<file path="src/design/cpam_pkg.sv">
// ----------------------------------------------------------------------------
// cpam_pkg: shared types and constants
// Field widths, register codes, controller states and the command/status
// bundles between the card presence controller and datapath.
// ----------------------------------------------------------------------------
`timescale 1ns / 1ps
`default_nettype none

package cpam_pkg;

   // field widths
   localparam int CARD_ID_W  = 32;
   localparam int SLOT_W     = 5;
   localparam int MISS_W     = 4;
   localparam int CSR_IDX_W  = 1;
   localparam int CSR_DATA_W = 4;
   // wide enough to hold any slot number and any table depth up to 256
   localparam int SPAN_W     = 9;

   // miss counter ceiling and register reset values
   localparam logic [MISS_W-1:0] MISS_MAX       = 4'hF;
   localparam logic [MISS_W-1:0] MISS_LIMIT_RST = 4'd2;
   localparam logic              READER_EN_RST  = 1'b1;

   // request kinds
   localparam logic CMD_SCAN = 1'b0;
   localparam logic CMD_LOAD = 1'b1;

   // configuration register indexes
   typedef enum logic [CSR_IDX_W-1:0] {
      CSR_MISS_LIMIT = 1'b0,
      CSR_READER_EN  = 1'b1
   } csr_reg_type;

   // controller states
   typedef enum logic [1:0] {
      ST_IDLE,
      ST_WALK,
      ST_SETTLE,
      ST_FINISH
   } state_type;

   // controller to datapath
   typedef struct packed {
      logic load_wr;    // write the requested table slot
      logic scan_take;  // capture scan fields, rewind the table walk
      logic walk_rd;    // read the current table entry and advance
      logic finish;     // update tracking state and load the response
   } cmd_type;

   // datapath to controller
   typedef struct packed {
      logic req_load;   // offered request is a table load
      logic req_hit;    // offered scan counts as a detection
      logic walk_last;  // walk address is on the last entry
      logic out_free;   // response register can take a new result
   } stat_type;

endpackage

`default_nettype wire

</file>
<file path="src/design/cpam_if.sv">
// ----------------------------------------------------------------------------
// cpam_if: channel interfaces
// Request, response and register write channels, each with valid/ready.
// ----------------------------------------------------------------------------
`timescale 1ns / 1ps
`default_nettype none

interface cpam_req_if;
   import cpam_pkg::*;
   logic                 valid;
   logic                 ready;
   logic                 cmd;
   logic                 detected;
   logic [CARD_ID_W-1:0] card_id;
   logic [SLOT_W-1:0]    entry_index;
   logic [CARD_ID_W-1:0] entry_id;

   modport source (output valid, cmd, detected, card_id, entry_index, entry_id,
                   input ready);
   modport sink   (input valid, cmd, detected, card_id, entry_index, entry_id,
                   output ready);
endinterface

interface cpam_rsp_if;
   logic valid;
   logic ready;
   logic present;
   logic entering;
   logic new_id;
   logic valid_res;

   modport source (output valid, present, entering, new_id, valid_res,
                   input ready);
   modport sink   (input valid, present, entering, new_id, valid_res,
                   output ready);
endinterface

interface cpam_csr_if;
   import cpam_pkg::*;
   logic                  valid;
   logic                  ready;
   logic [CSR_IDX_W-1:0]  index;
   logic [CSR_DATA_W-1:0] data;

   modport source (output valid, index, data, input ready);
   modport sink   (input valid, index, data, output ready);
endinterface

`default_nettype wire

</file>
<file path="src/design/cpam_ctrl.sv">
// ----------------------------------------------------------------------------
// cpam_ctrl: request sequencer
// Accepts requests, runs the table walk for detected scans and hands the
// finished result to the response register when it is free.
// ----------------------------------------------------------------------------
`timescale 1ns / 1ps
`default_nettype none

module cpam_ctrl (
   input  wire logic              clock,
   input  wire logic              reset,
   input  wire logic              req_valid,
   output logic                   req_ready,
   input  wire cpam_pkg::stat_type stat_i,
   output cpam_pkg::cmd_type      cmd_o
);
   import cpam_pkg::*;

   state_type state_ff;
   state_type state_in;

   // state register
   always_ff @(posedge clock) begin
      if (reset) begin
         state_ff <= ST_IDLE;
      end else begin
         state_ff <= state_in;
      end
   end

   // next state
   always_comb begin
      state_in = state_ff;
      unique case (state_ff)
         ST_IDLE: begin
            if (req_valid && !stat_i.req_load) begin
               state_in = stat_i.req_hit ? ST_WALK : ST_FINISH;
            end
         end
         ST_WALK: begin
            if (stat_i.walk_last) begin
               state_in = ST_SETTLE;
            end
         end
         ST_SETTLE: begin
            state_in = ST_FINISH;
         end
         ST_FINISH: begin
            if (stat_i.out_free) begin
               state_in = ST_IDLE;
            end
         end
         default: begin
            state_in = ST_IDLE;
         end
      endcase
   end

   // outputs
   always_comb begin
      req_ready = 1'b0;
      cmd_o     = '0;
      unique case (state_ff)
         ST_IDLE: begin
            req_ready       = 1'b1;
            cmd_o.load_wr   = req_valid && stat_i.req_load;
            cmd_o.scan_take = req_valid && !stat_i.req_load;
         end
         ST_WALK: begin
            cmd_o.walk_rd = 1'b1;
         end
         ST_SETTLE: begin
         end
         ST_FINISH: begin
            cmd_o.finish = stat_i.out_free;
         end
         default: begin
         end
      endcase
   end

endmodule

`default_nettype wire

</file>
<file path="src/design/cpam_dp.sv">
// ----------------------------------------------------------------------------
// cpam_dp: table, presence tracking and response register
// Holds the allowed-ID table, walks it one entry a cycle for a match,
// keeps the debounce state and the configuration registers.
// ----------------------------------------------------------------------------
`timescale 1ns / 1ps
`default_nettype none

module cpam_dp #(
   parameter int ENTRIES = 32
) (
   input  wire logic               clock,
   input  wire logic               reset,
   cpam_req_if.sink                req_ch,
   cpam_rsp_if.source              rsp_ch,
   cpam_csr_if.sink                csr_ch,
   input  wire cpam_pkg::cmd_type  cmd_i,
   output cpam_pkg::stat_type      stat_o
);
   import cpam_pkg::*;

   localparam int IDX_W = (ENTRIES > 1) ? $clog2(ENTRIES) : 1;

   // table storage, entry valid bits cleared at reset
   logic [CARD_ID_W-1:0] mem [ENTRIES];
   logic [ENTRIES-1:0]   vld_ff;

   // walk
   logic [IDX_W-1:0]     addr_ff, addr_in;
   logic [CARD_ID_W-1:0] rd_data_ff;
   logic                 rd_live_ff;
   logic                 cmp_pend_ff;
   logic                 match_ff, match_in;

   // captured scan
   logic                 hit_ff;
   logic [CARD_ID_W-1:0] id_ff;

   // tracking state and configuration
   logic [CARD_ID_W-1:0] last_id_ff, last_id_in;
   logic                 card_here_ff, card_here_in;
   logic [MISS_W-1:0]    miss_run_ff, miss_run_in;
   logic [MISS_W-1:0]    miss_limit_ff;
   logic                 reader_en_ff;

   // response register
   logic                 rsp_valid_ff;
   logic                 present_ff, entering_ff, new_id_ff, valid_res_ff;
   logic                 entering_in, new_id_in;

   // slot decode for loads
   logic [SPAN_W-1:0]    slot_wide;
   logic                 slot_ok;
   logic [IDX_W-1:0]     wr_addr;

   assign slot_wide = SPAN_W'(req_ch.entry_index);
   assign slot_ok   = slot_wide < SPAN_W'(ENTRIES);
   assign wr_addr   = slot_wide[IDX_W-1:0];

   // status to the controller
   assign stat_o.req_load  = (req_ch.cmd == CMD_LOAD);
   assign stat_o.req_hit   = req_ch.detected && reader_en_ff;
   assign stat_o.walk_last = (addr_ff == IDX_W'(ENTRIES - 1));
   assign stat_o.out_free  = !rsp_valid_ff || rsp_ch.ready;

   // configuration writes
   assign csr_ch.ready = 1'b1;
   always_ff @(posedge clock) begin
      if (reset) begin
         miss_limit_ff <= MISS_LIMIT_RST;
         reader_en_ff  <= READER_EN_RST;
      end else if (csr_ch.valid) begin
         unique case (csr_ch.index)
            CSR_MISS_LIMIT: miss_limit_ff <= csr_ch.data;
            CSR_READER_EN:  reader_en_ff  <= csr_ch.data[0];
            default: begin
            end
         endcase
      end
   end

   // table write port
   always_ff @(posedge clock) begin
      if (cmd_i.load_wr && slot_ok) begin
         mem[wr_addr] <= req_ch.entry_id;
      end
   end

   always_ff @(posedge clock) begin
      if (reset) begin
         vld_ff <= '0;
      end else if (cmd_i.load_wr && slot_ok) begin
         vld_ff[wr_addr] <= 1'b1;
      end
   end

   // table read port, registered
   always_ff @(posedge clock) begin
      rd_data_ff <= mem[addr_ff];
      rd_live_ff <= vld_ff[addr_ff];
   end

   // walk address and match accumulation
   always_comb begin
      addr_in  = addr_ff;
      match_in = match_ff;
      if (cmd_i.scan_take) begin
         addr_in  = '0;
         match_in = 1'b0;
      end else begin
         if (cmd_i.walk_rd) begin
            addr_in = addr_ff + IDX_W'(1);
         end
         if (cmp_pend_ff && rd_live_ff && (rd_data_ff != '0) && (rd_data_ff == id_ff)) begin
            match_in = 1'b1;
         end
      end
   end

   always_ff @(posedge clock) begin
      if (reset) begin
         addr_ff     <= '0;
         match_ff    <= 1'b0;
         cmp_pend_ff <= 1'b0;
      end else begin
         addr_ff     <= addr_in;
         match_ff    <= match_in;
         cmp_pend_ff <= cmd_i.walk_rd;
      end
   end

   // scan capture
   always_ff @(posedge clock) begin
      if (cmd_i.scan_take) begin
         hit_ff <= stat_o.req_hit;
         id_ff  <= req_ch.card_id;
      end
   end

   // presence debounce and id tracking
   always_comb begin
      last_id_in   = last_id_ff;
      card_here_in = card_here_ff;
      miss_run_in  = miss_run_ff;
      entering_in  = 1'b0;
      new_id_in    = 1'b0;
      if (hit_ff) begin
         miss_run_in  = '0;
         entering_in  = !card_here_ff;
         card_here_in = 1'b1;
         new_id_in    = (id_ff != last_id_ff);
         last_id_in   = id_ff;
      end else begin
         if (miss_run_ff < MISS_MAX) begin
            miss_run_in = miss_run_ff + MISS_W'(1);
         end
         if (miss_run_in > miss_limit_ff) begin
            card_here_in = 1'b0;
         end
      end
   end

   always_ff @(posedge clock) begin
      if (reset) begin
         last_id_ff   <= '0;
         card_here_ff <= 1'b0;
         miss_run_ff  <= '0;
      end else if (cmd_i.finish) begin
         last_id_ff   <= last_id_in;
         card_here_ff <= card_here_in;
         miss_run_ff  <= miss_run_in;
      end
   end

   // response register
   always_ff @(posedge clock) begin
      if (reset) begin
         rsp_valid_ff <= 1'b0;
      end else if (cmd_i.finish) begin
         rsp_valid_ff <= 1'b1;
      end else if (rsp_ch.ready) begin
         rsp_valid_ff <= 1'b0;
      end
   end

   always_ff @(posedge clock) begin
      if (cmd_i.finish) begin
         present_ff   <= card_here_in;
         entering_ff  <= entering_in;
         new_id_ff    <= new_id_in;
         valid_res_ff <= hit_ff && match_ff;
      end
   end

   assign rsp_ch.valid     = rsp_valid_ff;
   assign rsp_ch.present   = present_ff;
   assign rsp_ch.entering  = entering_ff;
   assign rsp_ch.new_id    = new_id_ff;
   assign rsp_ch.valid_res = valid_res_ff;

`ifndef SYNTH
   // a card just entering is always reported as present
   a_enter_present: assert property (@(posedge clock) disable iff (reset)
      rsp_valid_ff && entering_ff |-> present_ff)
      else $error("entering reported without presence");

   // a table match only comes with a present card
   a_match_present: assert property (@(posedge clock) disable iff (reset)
      rsp_valid_ff && valid_res_ff |-> present_ff)
      else $error("match reported without presence");

   // a finished scan always shows up on the response side
   a_finish_rsp: assert property (@(posedge clock) disable iff (reset)
      cmd_i.finish |=> rsp_valid_ff)
      else $error("finished scan did not load the response");
`endif

endmodule

`default_nettype wire

</file>
<file path="src/design/card_presence_access_matcher.sv">
// ----------------------------------------------------------------------------
// card_presence_access_matcher: card presence tracker and access list check
// Debounces card presence over periodic scans and looks each detected ID
// up in a table of allowed IDs loaded over the request channel.
// ----------------------------------------------------------------------------
// Usage:
//  - req_ch carries either a table load (cmd 1: entry_index, entry_id) or a
//    scan (cmd 0: detected, card_id). A load is written in the cycle it is
//    accepted and gives no response; slots at or above ENTRIES are ignored.
//  - rsp_ch returns one response per scan: present, entering, new_id and
//    valid_res, held in an output register until taken.
//  - csr_ch writes miss_limit (index 0) and reader_enable (index 1); it is
//    always ready and should be written only while no scan is in flight.
//  - a detected scan walks the table one entry a cycle through the single
//    read port of the table memory, then passes a settle state before its
//    result is loaded; a missed scan goes straight to the finish state.
//  - a new request is taken once the previous scan has reached the output
//    register or the previous load has been written, so no new scan is
//    taken before the last one is through; if rsp_ch stalls, a finished
//    scan waits in its last state.
//  - reset clears the table (entry valid bits), the tracking state and the
//    response register, and restores the register defaults (2 and 1).
// ----------------------------------------------------------------------------
`timescale 1ns / 1ps
`default_nettype none

module card_presence_access_matcher #(
   parameter int ENTRIES = 32
) (
   input  wire logic  clock,
   input  wire logic  reset,
   cpam_req_if.sink   req_ch,
   cpam_rsp_if.source rsp_ch,
   cpam_csr_if.sink   csr_ch
);
   import cpam_pkg::*;

   cmd_type  cmd;
   stat_type stat;

   // sequencer
   cpam_ctrl u_ctrl (
      .clock     (clock),
      .reset     (reset),
      .req_valid (req_ch.valid),
      .req_ready (req_ch.ready),
      .stat_i    (stat),
      .cmd_o     (cmd)
   );

   // table, tracking state and response register
   cpam_dp #(
      .ENTRIES (ENTRIES)
   ) u_dp (
      .clock  (clock),
      .reset  (reset),
      .req_ch (req_ch),
      .rsp_ch (rsp_ch),
      .csr_ch (csr_ch),
      .cmd_i  (cmd),
      .stat_o (stat)
   );

endmodule

`default_nettype wire

</file>
<file path="src/flat_wrapper.sv">
// flat-port wrapper written by rule: the top's interface ports become plain ports
module card_presence_access_matcher_flat import cpam_pkg::*;
#(
   parameter int ENTRIES = 32
)
  (clock, reset, req_ch_valid, req_ch_cmd, req_ch_detected, req_ch_card_id, req_ch_entry_index, req_ch_entry_id, req_ch_ready, rsp_ch_valid, rsp_ch_present, rsp_ch_entering, rsp_ch_new_id, rsp_ch_valid_res, rsp_ch_ready, csr_ch_valid, csr_ch_index, csr_ch_data, csr_ch_ready);
  cpam_req_if req_ch_i ();
  cpam_rsp_if rsp_ch_i ();
  cpam_csr_if csr_ch_i ();
  input  wire logic clock;
  input  wire logic reset;
  input wire logic [$bits(req_ch_i.valid)-1:0] req_ch_valid;
  input wire logic [$bits(req_ch_i.cmd)-1:0] req_ch_cmd;
  input wire logic [$bits(req_ch_i.detected)-1:0] req_ch_detected;
  input wire logic [$bits(req_ch_i.card_id)-1:0] req_ch_card_id;
  input wire logic [$bits(req_ch_i.entry_index)-1:0] req_ch_entry_index;
  input wire logic [$bits(req_ch_i.entry_id)-1:0] req_ch_entry_id;
  output wire logic [$bits(req_ch_i.ready)-1:0] req_ch_ready;
  output wire logic [$bits(rsp_ch_i.valid)-1:0] rsp_ch_valid;
  output wire logic [$bits(rsp_ch_i.present)-1:0] rsp_ch_present;
  output wire logic [$bits(rsp_ch_i.entering)-1:0] rsp_ch_entering;
  output wire logic [$bits(rsp_ch_i.new_id)-1:0] rsp_ch_new_id;
  output wire logic [$bits(rsp_ch_i.valid_res)-1:0] rsp_ch_valid_res;
  input wire logic [$bits(rsp_ch_i.ready)-1:0] rsp_ch_ready;
  input wire logic [$bits(csr_ch_i.valid)-1:0] csr_ch_valid;
  input wire logic [$bits(csr_ch_i.index)-1:0] csr_ch_index;
  input wire logic [$bits(csr_ch_i.data)-1:0] csr_ch_data;
  output wire logic [$bits(csr_ch_i.ready)-1:0] csr_ch_ready;
  assign req_ch_i.valid = req_ch_valid;
  assign req_ch_i.cmd = req_ch_cmd;
  assign req_ch_i.detected = req_ch_detected;
  assign req_ch_i.card_id = req_ch_card_id;
  assign req_ch_i.entry_index = req_ch_entry_index;
  assign req_ch_i.entry_id = req_ch_entry_id;
  assign req_ch_ready = req_ch_i.ready;
  assign rsp_ch_valid = rsp_ch_i.valid;
  assign rsp_ch_present = rsp_ch_i.present;
  assign rsp_ch_entering = rsp_ch_i.entering;
  assign rsp_ch_new_id = rsp_ch_i.new_id;
  assign rsp_ch_valid_res = rsp_ch_i.valid_res;
  assign rsp_ch_i.ready = rsp_ch_ready;
  assign csr_ch_i.valid = csr_ch_valid;
  assign csr_ch_i.index = csr_ch_index;
  assign csr_ch_i.data = csr_ch_data;
  assign csr_ch_ready = csr_ch_i.ready;
  card_presence_access_matcher #(.ENTRIES(ENTRIES)) u_core (.clock(clock), .reset(reset), .req_ch(req_ch_i), .rsp_ch(rsp_ch_i), .csr_ch(csr_ch_i));
endmodule
</file>
<file path="config.mk">
export PLATFORM = sky130hd
export DESIGN_NAME = card_presence_access_matcher_flat
export DESIGN_NICKNAME = d
export VERILOG_FILES = /design/src/design/cpam_pkg.sv /design/src/design/cpam_if.sv /design/src/design/cpam_ctrl.sv /design/src/design/cpam_dp.sv /design/src/design/card_presence_access_matcher.sv /design/src/flat_wrapper.sv
export SDC_FILE = /design/constraint.sdc
export NUM_CORES = 1
export LEC_CHECK = 0
export BUFFER_PORTS_ARGS = -buffer_cell sky130_fd_sc_hd__buf_2
export CORE_MARGIN = 1.5
export CORE_UTILIZATION = 55
export CTS_CLUSTER_DIAMETER = 40
export CTS_CLUSTER_SIZE = 10
export DETAILED_ROUTE_END_ITERATION = 8
export PLACE_DENSITY = 0.71
export SYNTH_ARGS = -nofsm -noshare
export SYNTH_HDL_FRONTEND = slang
export SYNTH_SLANG_ARGS = --single-unit
</file>
<file path="constraint.sdc">
create_clock -name clock -period 5 [get_ports clock]
set_input_delay 0.25 -clock clock [delete_from_list [all_inputs] [get_ports clock]]
set_output_delay 0.25 -clock clock [all_outputs]
set_load 0.02 [all_outputs]
</file>
==> results of run 1 <==
==> kinds of logic (layout without fill, tap and decap cells) <==
| family | after synthesis | in the layout |
|---|---|---|
| flops | 1178 | 1178 |
| mux | 335 | 335 |
| simple gates | 249 | 249 |
| compound gates | 193 | 193 |
| buf+inv | 125 | 445 |
| xor+xnor | 68 | 68 |
| fa+ha+maj | 11 | 11 |
| other cells | 1 | 2 |
==> registers in the layout (all words and copies together) (netlist names) <==
register	cells
u_core.u_dp.match_ff	1
u_core.u_dp.rsp_ch.new_id	1
u_core.u_dp.rsp_ch.valid	1
u_core.u_dp.miss_run_ff	4
u_core.u_dp.miss_limit_ff	4
u_core.u_dp.vld_ff	32
u_core.u_dp.addr_ff	5
u_core.u_dp.id_ff	32
u_core.u_dp.hit_ff	1
u_core.u_dp.reader_en_ff	1
u_core.u_dp.rsp_ch.entering	1
u_core.u_dp.last_id_ff	32
u_core.u_dp.cmp_pend_ff	1
u_core.u_dp.card_here_ff	1
u_core.u_dp.rsp_ch.present	1
u_core.u_dp.mem	1024
u_core.u_dp.rd_data_ff	32
u_core.u_dp.rsp_ch.valid_res	1
u_core.u_dp.rd_live_ff	1
u_core.u_ctrl.state_ff	2
==> timing repair <==
item | 4_1_cts | 5_1_grt
hold endpoints to repair | 39 | 0
hold buffers | 43 | 0
gates resized for setup | 0 | 0
==> layer usage <==
metal	up-vias	part of all wire [%]	track usage (%)
li1	9326	-	-
met1	11800	42	37.6
met2	1176	48	39.4
met3	143	8.7	4.91
met4	2	1.8	6.82
met5	-	0.013	0
==> cell usage in the layout (no fill, tap or decap), types with 5 or more instances in the layout <==
cell	count
inv_6	6
nor2_4	33
inv_1	9
nor2_1	80
buf_2	86
clkinv_1	8
ha_1	11
nand3_1	7
buf_12	5
nor4_1	14
nand2_1	70
o21ba_2	8
clkbuf_16	158
clkinvlp_4	5
clkbuf_8	5
a22o_1	33
bufinv_16	6
mux2i_1	70
edfxtp_1	1061
a21oi_1	69
clkbuf_1	60
clkinv_2	10
a221oi_1	34
nor2b_1	5
xor2_1	17
buf_4	34
mux4_2	264
clkinv_8	5
xnor2_1	51
a22oi_1	36
dlygate4sd3_1	43
dfxtp_1	113
nand4_1	16
==> worst max path at each step <==
stage | start | endpoint | slack (ns)
after floorplan | u_core.u_ctrl.state_ff[0]$_SDFFE_PP0P_ | u_core.u_dp.mem[12][0]$_DFFE_PP_ | 1.80
after global placement | u_core.u_ctrl.state_ff[1]$_SDFFE_PP0P_ | u_core.u_dp.mem[15][2]$_DFFE_PP_ | 1.70
after detailed placement | u_core.u_ctrl.state_ff[1]$_SDFFE_PP0P_ | u_core.u_dp.mem[15][3]$_DFFE_PP_ | 1.58
after CTS | u_core.u_ctrl.state_ff[1]$_SDFFE_PP0P_ | u_core.u_dp.mem[15][15]$_DFFE_PP_ | 1.57
after global routing | u_core.u_ctrl.state_ff[0]$_SDFFE_PP0P_ | u_core.u_dp.mem[15][15]$_DFFE_PP_ | 1.37
final | u_core.u_ctrl.state_ff[1]$_SDFFE_PP0P_ | u_core.u_dp.mem[15][15]$_DFFE_PP_ | 1.52
==> power breakdown <==
| part | total [mW] | switching (mW) | internal (mW) |
|---|---|---|---|
| clock | 10.2 | 3.96 | 6.19 |
| sequential | 11.2 | 0.298 | 10.9 |
| combinational | 2.89 | 1.45 | 1.44 |
==> per-stage QoR <==
| step | worst slack, ns | total power [mW] |
|---|---|---|
| final | 1.52 | 24.3 |
| after global routing | 1.37 | 25.0 |
| after CTS | 1.57 | 24.4 |
| after detailed placement | 1.58 | 14.3 |
| after global placement | 1.70 | 14.3 |
| after floorplan | 1.80 | 13.5 |
==> cell type report <==
type	count	share of cell area, %
Sequential cell	1178	66.2
Multi-Input combinational cell	857	19.6
Clock buffer	223	8.22
Tap cell	1060	2.57
Timing Repair Buffer	168	2.35
Clock inverter	45	0.915
Inverter	9	0.0654
Antenna cell	1	0.00484
==> impl_metrics.json, run 1 <==
{
  "hold_ws_ns": 0.0571,
  "drc": 0,
  "coreArea_um2": 80500,
  "die_area_um2": 83100,
  "syn_nets": 2252,
  "clock_sinks": 1178,
  "fin_nets": 2459,
  "worstReg2RegEnd": "u_core.u_dp.mem[15][15]$_DFFE_PP_",
  "drt-pass1-iter-count": 5,
  "gr-usage-all-layers_pct": 25.4,
  "synth.most_common_cell": "edfxtp_1",
  "cp_top_family": "simple AND/OR/NAND/NOR gates",
  "avgSynthCellArea_um2": 20.7,
  "hold_path_end": "u_core.u_dp.mem[4][30]$_DFFE_PP_",
  "cts-buffers-inserted": 153,
  "arrival_ns": 3.90,
  "n_fill_cell": 5227,
  "timing.critical_path.buf_inv": 2,
  "antenna_found_initial": 5,
  "p_leak_nw": 16.0,
  "max_slew_margin_pct": 19.9,
  "critical_path_class": "reg2reg",
  "synth_seq_cells": 1178,
  "skew_ns": 0.0230,
  "fin_util_pct": 64.1,
  "critPathMaxStageDelay_ns": 1.01,
  "grt-ovfl-total": 0,
  "cp.depth": 6,
  "endpoint_kind": "register",
  "syn_to_final_growth_pct": 15.5,
  "synth_area_leader_cell": "edfxtp_1",
  "drt-initial-drc-count": 2311,
  "place_hpwl_um": 61300,
  "p_per_area_nw_per_um2": 470,
  "synth.area.top_cells": "edfxtp_1 (71%), mux4_2 (13%), dfxtp_1 (5.2%)",
  "startpoint_type": "register",
  "finalSetupViolations": 0,
  "cts_setup_buffers": 0,
  "grt_pass1_wl_um": 151000,
  "grt_max_degree": 60,
  "period_share_pct": 69.7,
  "grt_pass1_vias": 22600,
  "via_per_inst": 6.35,
  "hp-start": "req_ch_entry_id[30]",
  "port_buffers": 86,
  "synthCells": 2160,
  "drive_gt1_share_pct": 25.9,
  "pin_count": 88,
  "synth_top_family_by_area": "multiplexers",
  "crit_fanout": 23,
  "insertion_delay_ns": 0.73,
  "placedInstanceArea_um2": 46500,
  "cp_slowest_cell": "nor2_4",
  "ys_types": 46,
  "vias": 22500,
  "reg2reg_depth": 6,
  "dp.cells": 3229,
  "synth-edff-count": 1061,
  "timing.rr.start": "u_core.u_ctrl.state_ff[1]$_SDFFE_PP0P_",
  "cts_tree": "done",
  "synthXorXnorAreaFrac_pct": 1.33,
  "status": "finished, final reports clean",
  "rows": 104,
  "whs_path_depth": 1,
  "finalCriticalPeriod_ns": 3.48,
  "crit_chain": "inv_1 > ha_1 > and3_1 > nand3_1 > nor2_4 > buf_4",
  "die_w_um": 288,
  "synthArstFlopShare_pct": 0,
  "routedWlPerCell_um": 29.1,
  "worst_pin_slew_ns": 1.20,
  "setup_tns_ns": 0,
  "dieHeight_um": 288,
  "synth_top_area_share_pct": 71.2,
  "synth_area_um2": 44700,
  "hold_viol": 0,
  "htreeDepth": 4,
  "fin_cells": 3541,
  "clockRootBuffer": "clkbuf_16",
  "clk_path_buf_depth": 3,
  "hold_class": "in2reg",
  "crit_required_ns": 5.42,
  "synth_mux_area_share_pct": 14.9,
  "clkTransAtPathRegs_ns": 0.05,
  "seqCellArea_um2": 34200,
  "start_util_pct": 55.5,
  "rsz0062_at_grt": "no",
  "synthAdderAreaFrac_pct": 0.308,
  "synth-compound-area-share_pct": 3.09,
  "ys_warn_count": 0,
  "wirelength_um": 103000,
  "routabilityCongestion": 0.825,
  "synth_commonest_cells": "edfxtp_1 (1061), mux4_2 (264), dfxtp_1 (117), nor2_1 (113)",
  "yosysSeqAreaShare_pct": 76.5,
  "ant_nets": 0,
  "multi_input_area_um2": 10200,
  "fin_area_um2": 51700,
  "synth-main-ff-cell": "edfxtp_1",
  "reg2reg_slack_ns": 1.52,
  "drv_cap": 0,
  "fmax_mhz": 287,
  "peakVddDrop_mv": 0.405,
  "synth_simple_gate_area_share_pct": 2.46,
  "final_max_slew_viol_count": 0
}
(Power assumes the default switching activity.)
==> run 2: changes to the inputs <==
--- a/config.mk
+++ b/config.mk
@@ -11,7 +11,7 @@
 export CTS_CLUSTER_DIAMETER = 40
 export CTS_CLUSTER_SIZE = 10
 export DETAILED_ROUTE_END_ITERATION = 8
-export PLACE_DENSITY = 0.71
+export PLACE_DENSITY = 0.74
 export SYNTH_ARGS = -nofsm -noshare
 export SYNTH_HDL_FRONTEND = slang
 export SYNTH_SLANG_ARGS = --single-unit
==> constraint.sdc (replaced) <==
create_clock -name clock -period 3.1 [get_ports clock]
set_input_delay 0.155 -clock clock [delete_from_list [all_inputs] [get_ports clock]]
set_output_delay 0.155 -clock clock [all_outputs]
set_load 0.02 [all_outputs]
==> impl_metrics.json, run 2 (synthesis results as in run 1) <==
{
  "syn_to_final_growth_pct": 16.8,
  "grt_pass1_wl_um": 149000,
  "dieHeight_um": 288,
  "antenna_found_initial": 3,
  "coreArea_um2": 80500,
  "status": "finished, final reports clean",
  "critical_path_class": "reg2reg",
  "ant_nets": 0,
  "via_per_inst": 6.28,
  "die_w_um": 288,
  "vias": 22500,
  "place_hpwl_um": 57300,
  "peakVddDrop_mv": 0.509,
  "critPathMaxStageDelay_ns": 0.89,
  "drt-initial-drc-count": 2333,
  "start_util_pct": 55.5,
  "cp-startpoint": "u_core.u_dp.addr_ff[0]$_SDFFE_PP0P_",
  "finalCriticalPeriod_ns": 2.60,
  "dr_wl_met2_um": 49500,
  "hold_class": "in2reg",
  "clockRootBuffer": "clkbuf_16",
  "max_slew_margin_pct": 31.7,
  "grt-ovfl-total": 0,
  "wirelength_um": 101000,
  "insertion_delay_ns": 0.72,
  "timing.rr.start": "u_core.u_dp.addr_ff[0]$_SDFFE_PP0P_",
  "fmax_mhz": 385,
  "htreeDepth": 4,
  "drive_gt1_share_pct": 26.1,
  "cts_tree": "done",
  "grt_max_degree": 49,
  "gr-usage-all-layers_pct": 24.7,
  "arrival_ns": 3.16,
  "final_cell_mix": "edfxtp_1 (1061), mux4_2 (264), clkbuf_16 (148)",
  "dr_wl_met3_um": 8940,
  "top_layer_used": "met5",
  "period_share_pct": 83.9,
  "clock_sinks": 1178,
  "rsz0062_at_grt": "no",
  "crit_chain": "buf_12 > mux4_2 > a221oi_1 > a21oi_1",
  "port_buffers": 86,
  "p_per_area_nw_per_um2": 721,
  "drv_cap": 0,
  "pin_count": 88,
  "die_area_um2": 83100,
  "skew_ns": 0.0199,
  "fin_area_um2": 52200,
  "startpoint_type": "register",
  "largest_register": "u_core.u_dp.mem",
  "worst_pin_slew_ns": 1.02,
  "hp-start": "reset",
  "routedWlPerCell_um": 28.1,
  "setup_tns_ns": 0,
  "n_fill_cell": 5036,
  "final_max_slew_viol_count": 0,
  "finalSetupViolations": 0,
  "routabilityCongestion": 0.817,
  "drt-pass1-iter-count": 7,
  "endpoint_kind": "register",
  "placedInstanceArea_um2": 47300,
  "cts-buffers-inserted": 144,
  "crit_fanout": 31,
  "cp_slowest_cell": "a221oi_1",
  "hold_viol": 0,
  "fin_nets": 2531,
  "crit_required_ns": 3.66,
  "fin_util_pct": 64.9,
  "largest_reg_flops": 1024,
  "drc": 0,
  "grt_pass1_vias": 23400,
  "clk_path_buf_depth": 3,
  "rows": 104,
  "clkTransAtPathRegs_ns": 0.05,
  "met1_length_um": 39600,
  "mostFrequentLayoutCell": "edfxtp_1",
  "p_leak_nw": 16.2
}
[run 2: cell count changes in the layout (fill, tap and decap cells not counted), sizes merged]
| cell | before | now |
|---|---|---|
| dlygate4sd3 | 43 | 78 |
| clkbuf | 223 | 205 |
| inv | 16 | 15 |
| bufinv | 6 | 3 |
| clkinv | 27 | 13 |
| buf | 125 | 171 |
| diode | 1 | 3 |
| clkinvlp | 5 | 2 |
[run 2: path summary, 6_finish.rpt]
kind,end,slack [ns],cells past startpoint
setup / recovery,u_core.u_dp.rd_data_ff[2]$_DFF_P_,0.50,4
hold / removal,u_core.u_dp.rsp_ch.valid$_SDFFE_PP0P_,0.05,2
setup reg to reg,u_core.u_dp.rd_data_ff[2]$_DFF_P_,0.50,4
hold reg to reg,u_core.u_dp.last_id_ff[3]$_SDFFE_PP0P_,0.47,2
[run 2: layout make-up]
| class | instances | area [µm²] | area share [%] |
|---|---|---|---|
| diodes | 3 | 7.51 | 0.0144 |
| clock buffers | 205 | 3970 | 7.59 |
| clock inverters | 24 | 229 | 0.438 |
| inverters | 9 | 33.8 | 0.0647 |
| multi-input cells | 857 | 10200 | 19.4 |
| flip-flops and latches | 1178 | 34200 | 65.5 |
| well taps | 1060 | 1330 | 2.54 |
| repair buffers | 249 | 2310 | 4.43 |
[run 2: repair_timing]
item,CTS,global route
resized for setup,0,0
hold endpoints to repair,1053,0
hold buffers,78,0
setup buffers,0,0
[run 2: critical path, delay by kind of cell (launching register included)]
| family | cells | cell delay [ns] |
|---|---|---|
| buffers and inverters | 1 | 0.29 |
| AO/OA/AOI/OAI | 2 | 1.07 |
| multiplexers | 1 | 0.55 |
| flip-flops | 1 | 0.51 |
[run 2: metal layers]
metal	global-route usage, %	vias up
met5	0	-
met1	34.2	11800
met2	40.2	1132
li1	-	9436
met4	8.30	2
met3	4.70	189
[run 2: power by group]
part,switching [mW],internal (mW),leakage (nW)
Combinational,2.27,2.40,3.70
Sequential,0.346,17.7,10.5
Clock,5.97,9.05,2.03
[run 2: per-stage QoR]
step	hold WS [ns]	total power [mW]	std cells	worst slack [ns]
after floorplan	0.254	21.7	2160	-0.103
after global placement	0.334	22.8	3275	0.619
after detailed placement	0.333	22.9	3275	0.601
after CTS	0.0219	37.9	3582	0.504
after global routing	0.0843	38.8	3584	0.392
final	0.0513	37.7	3585	0.500
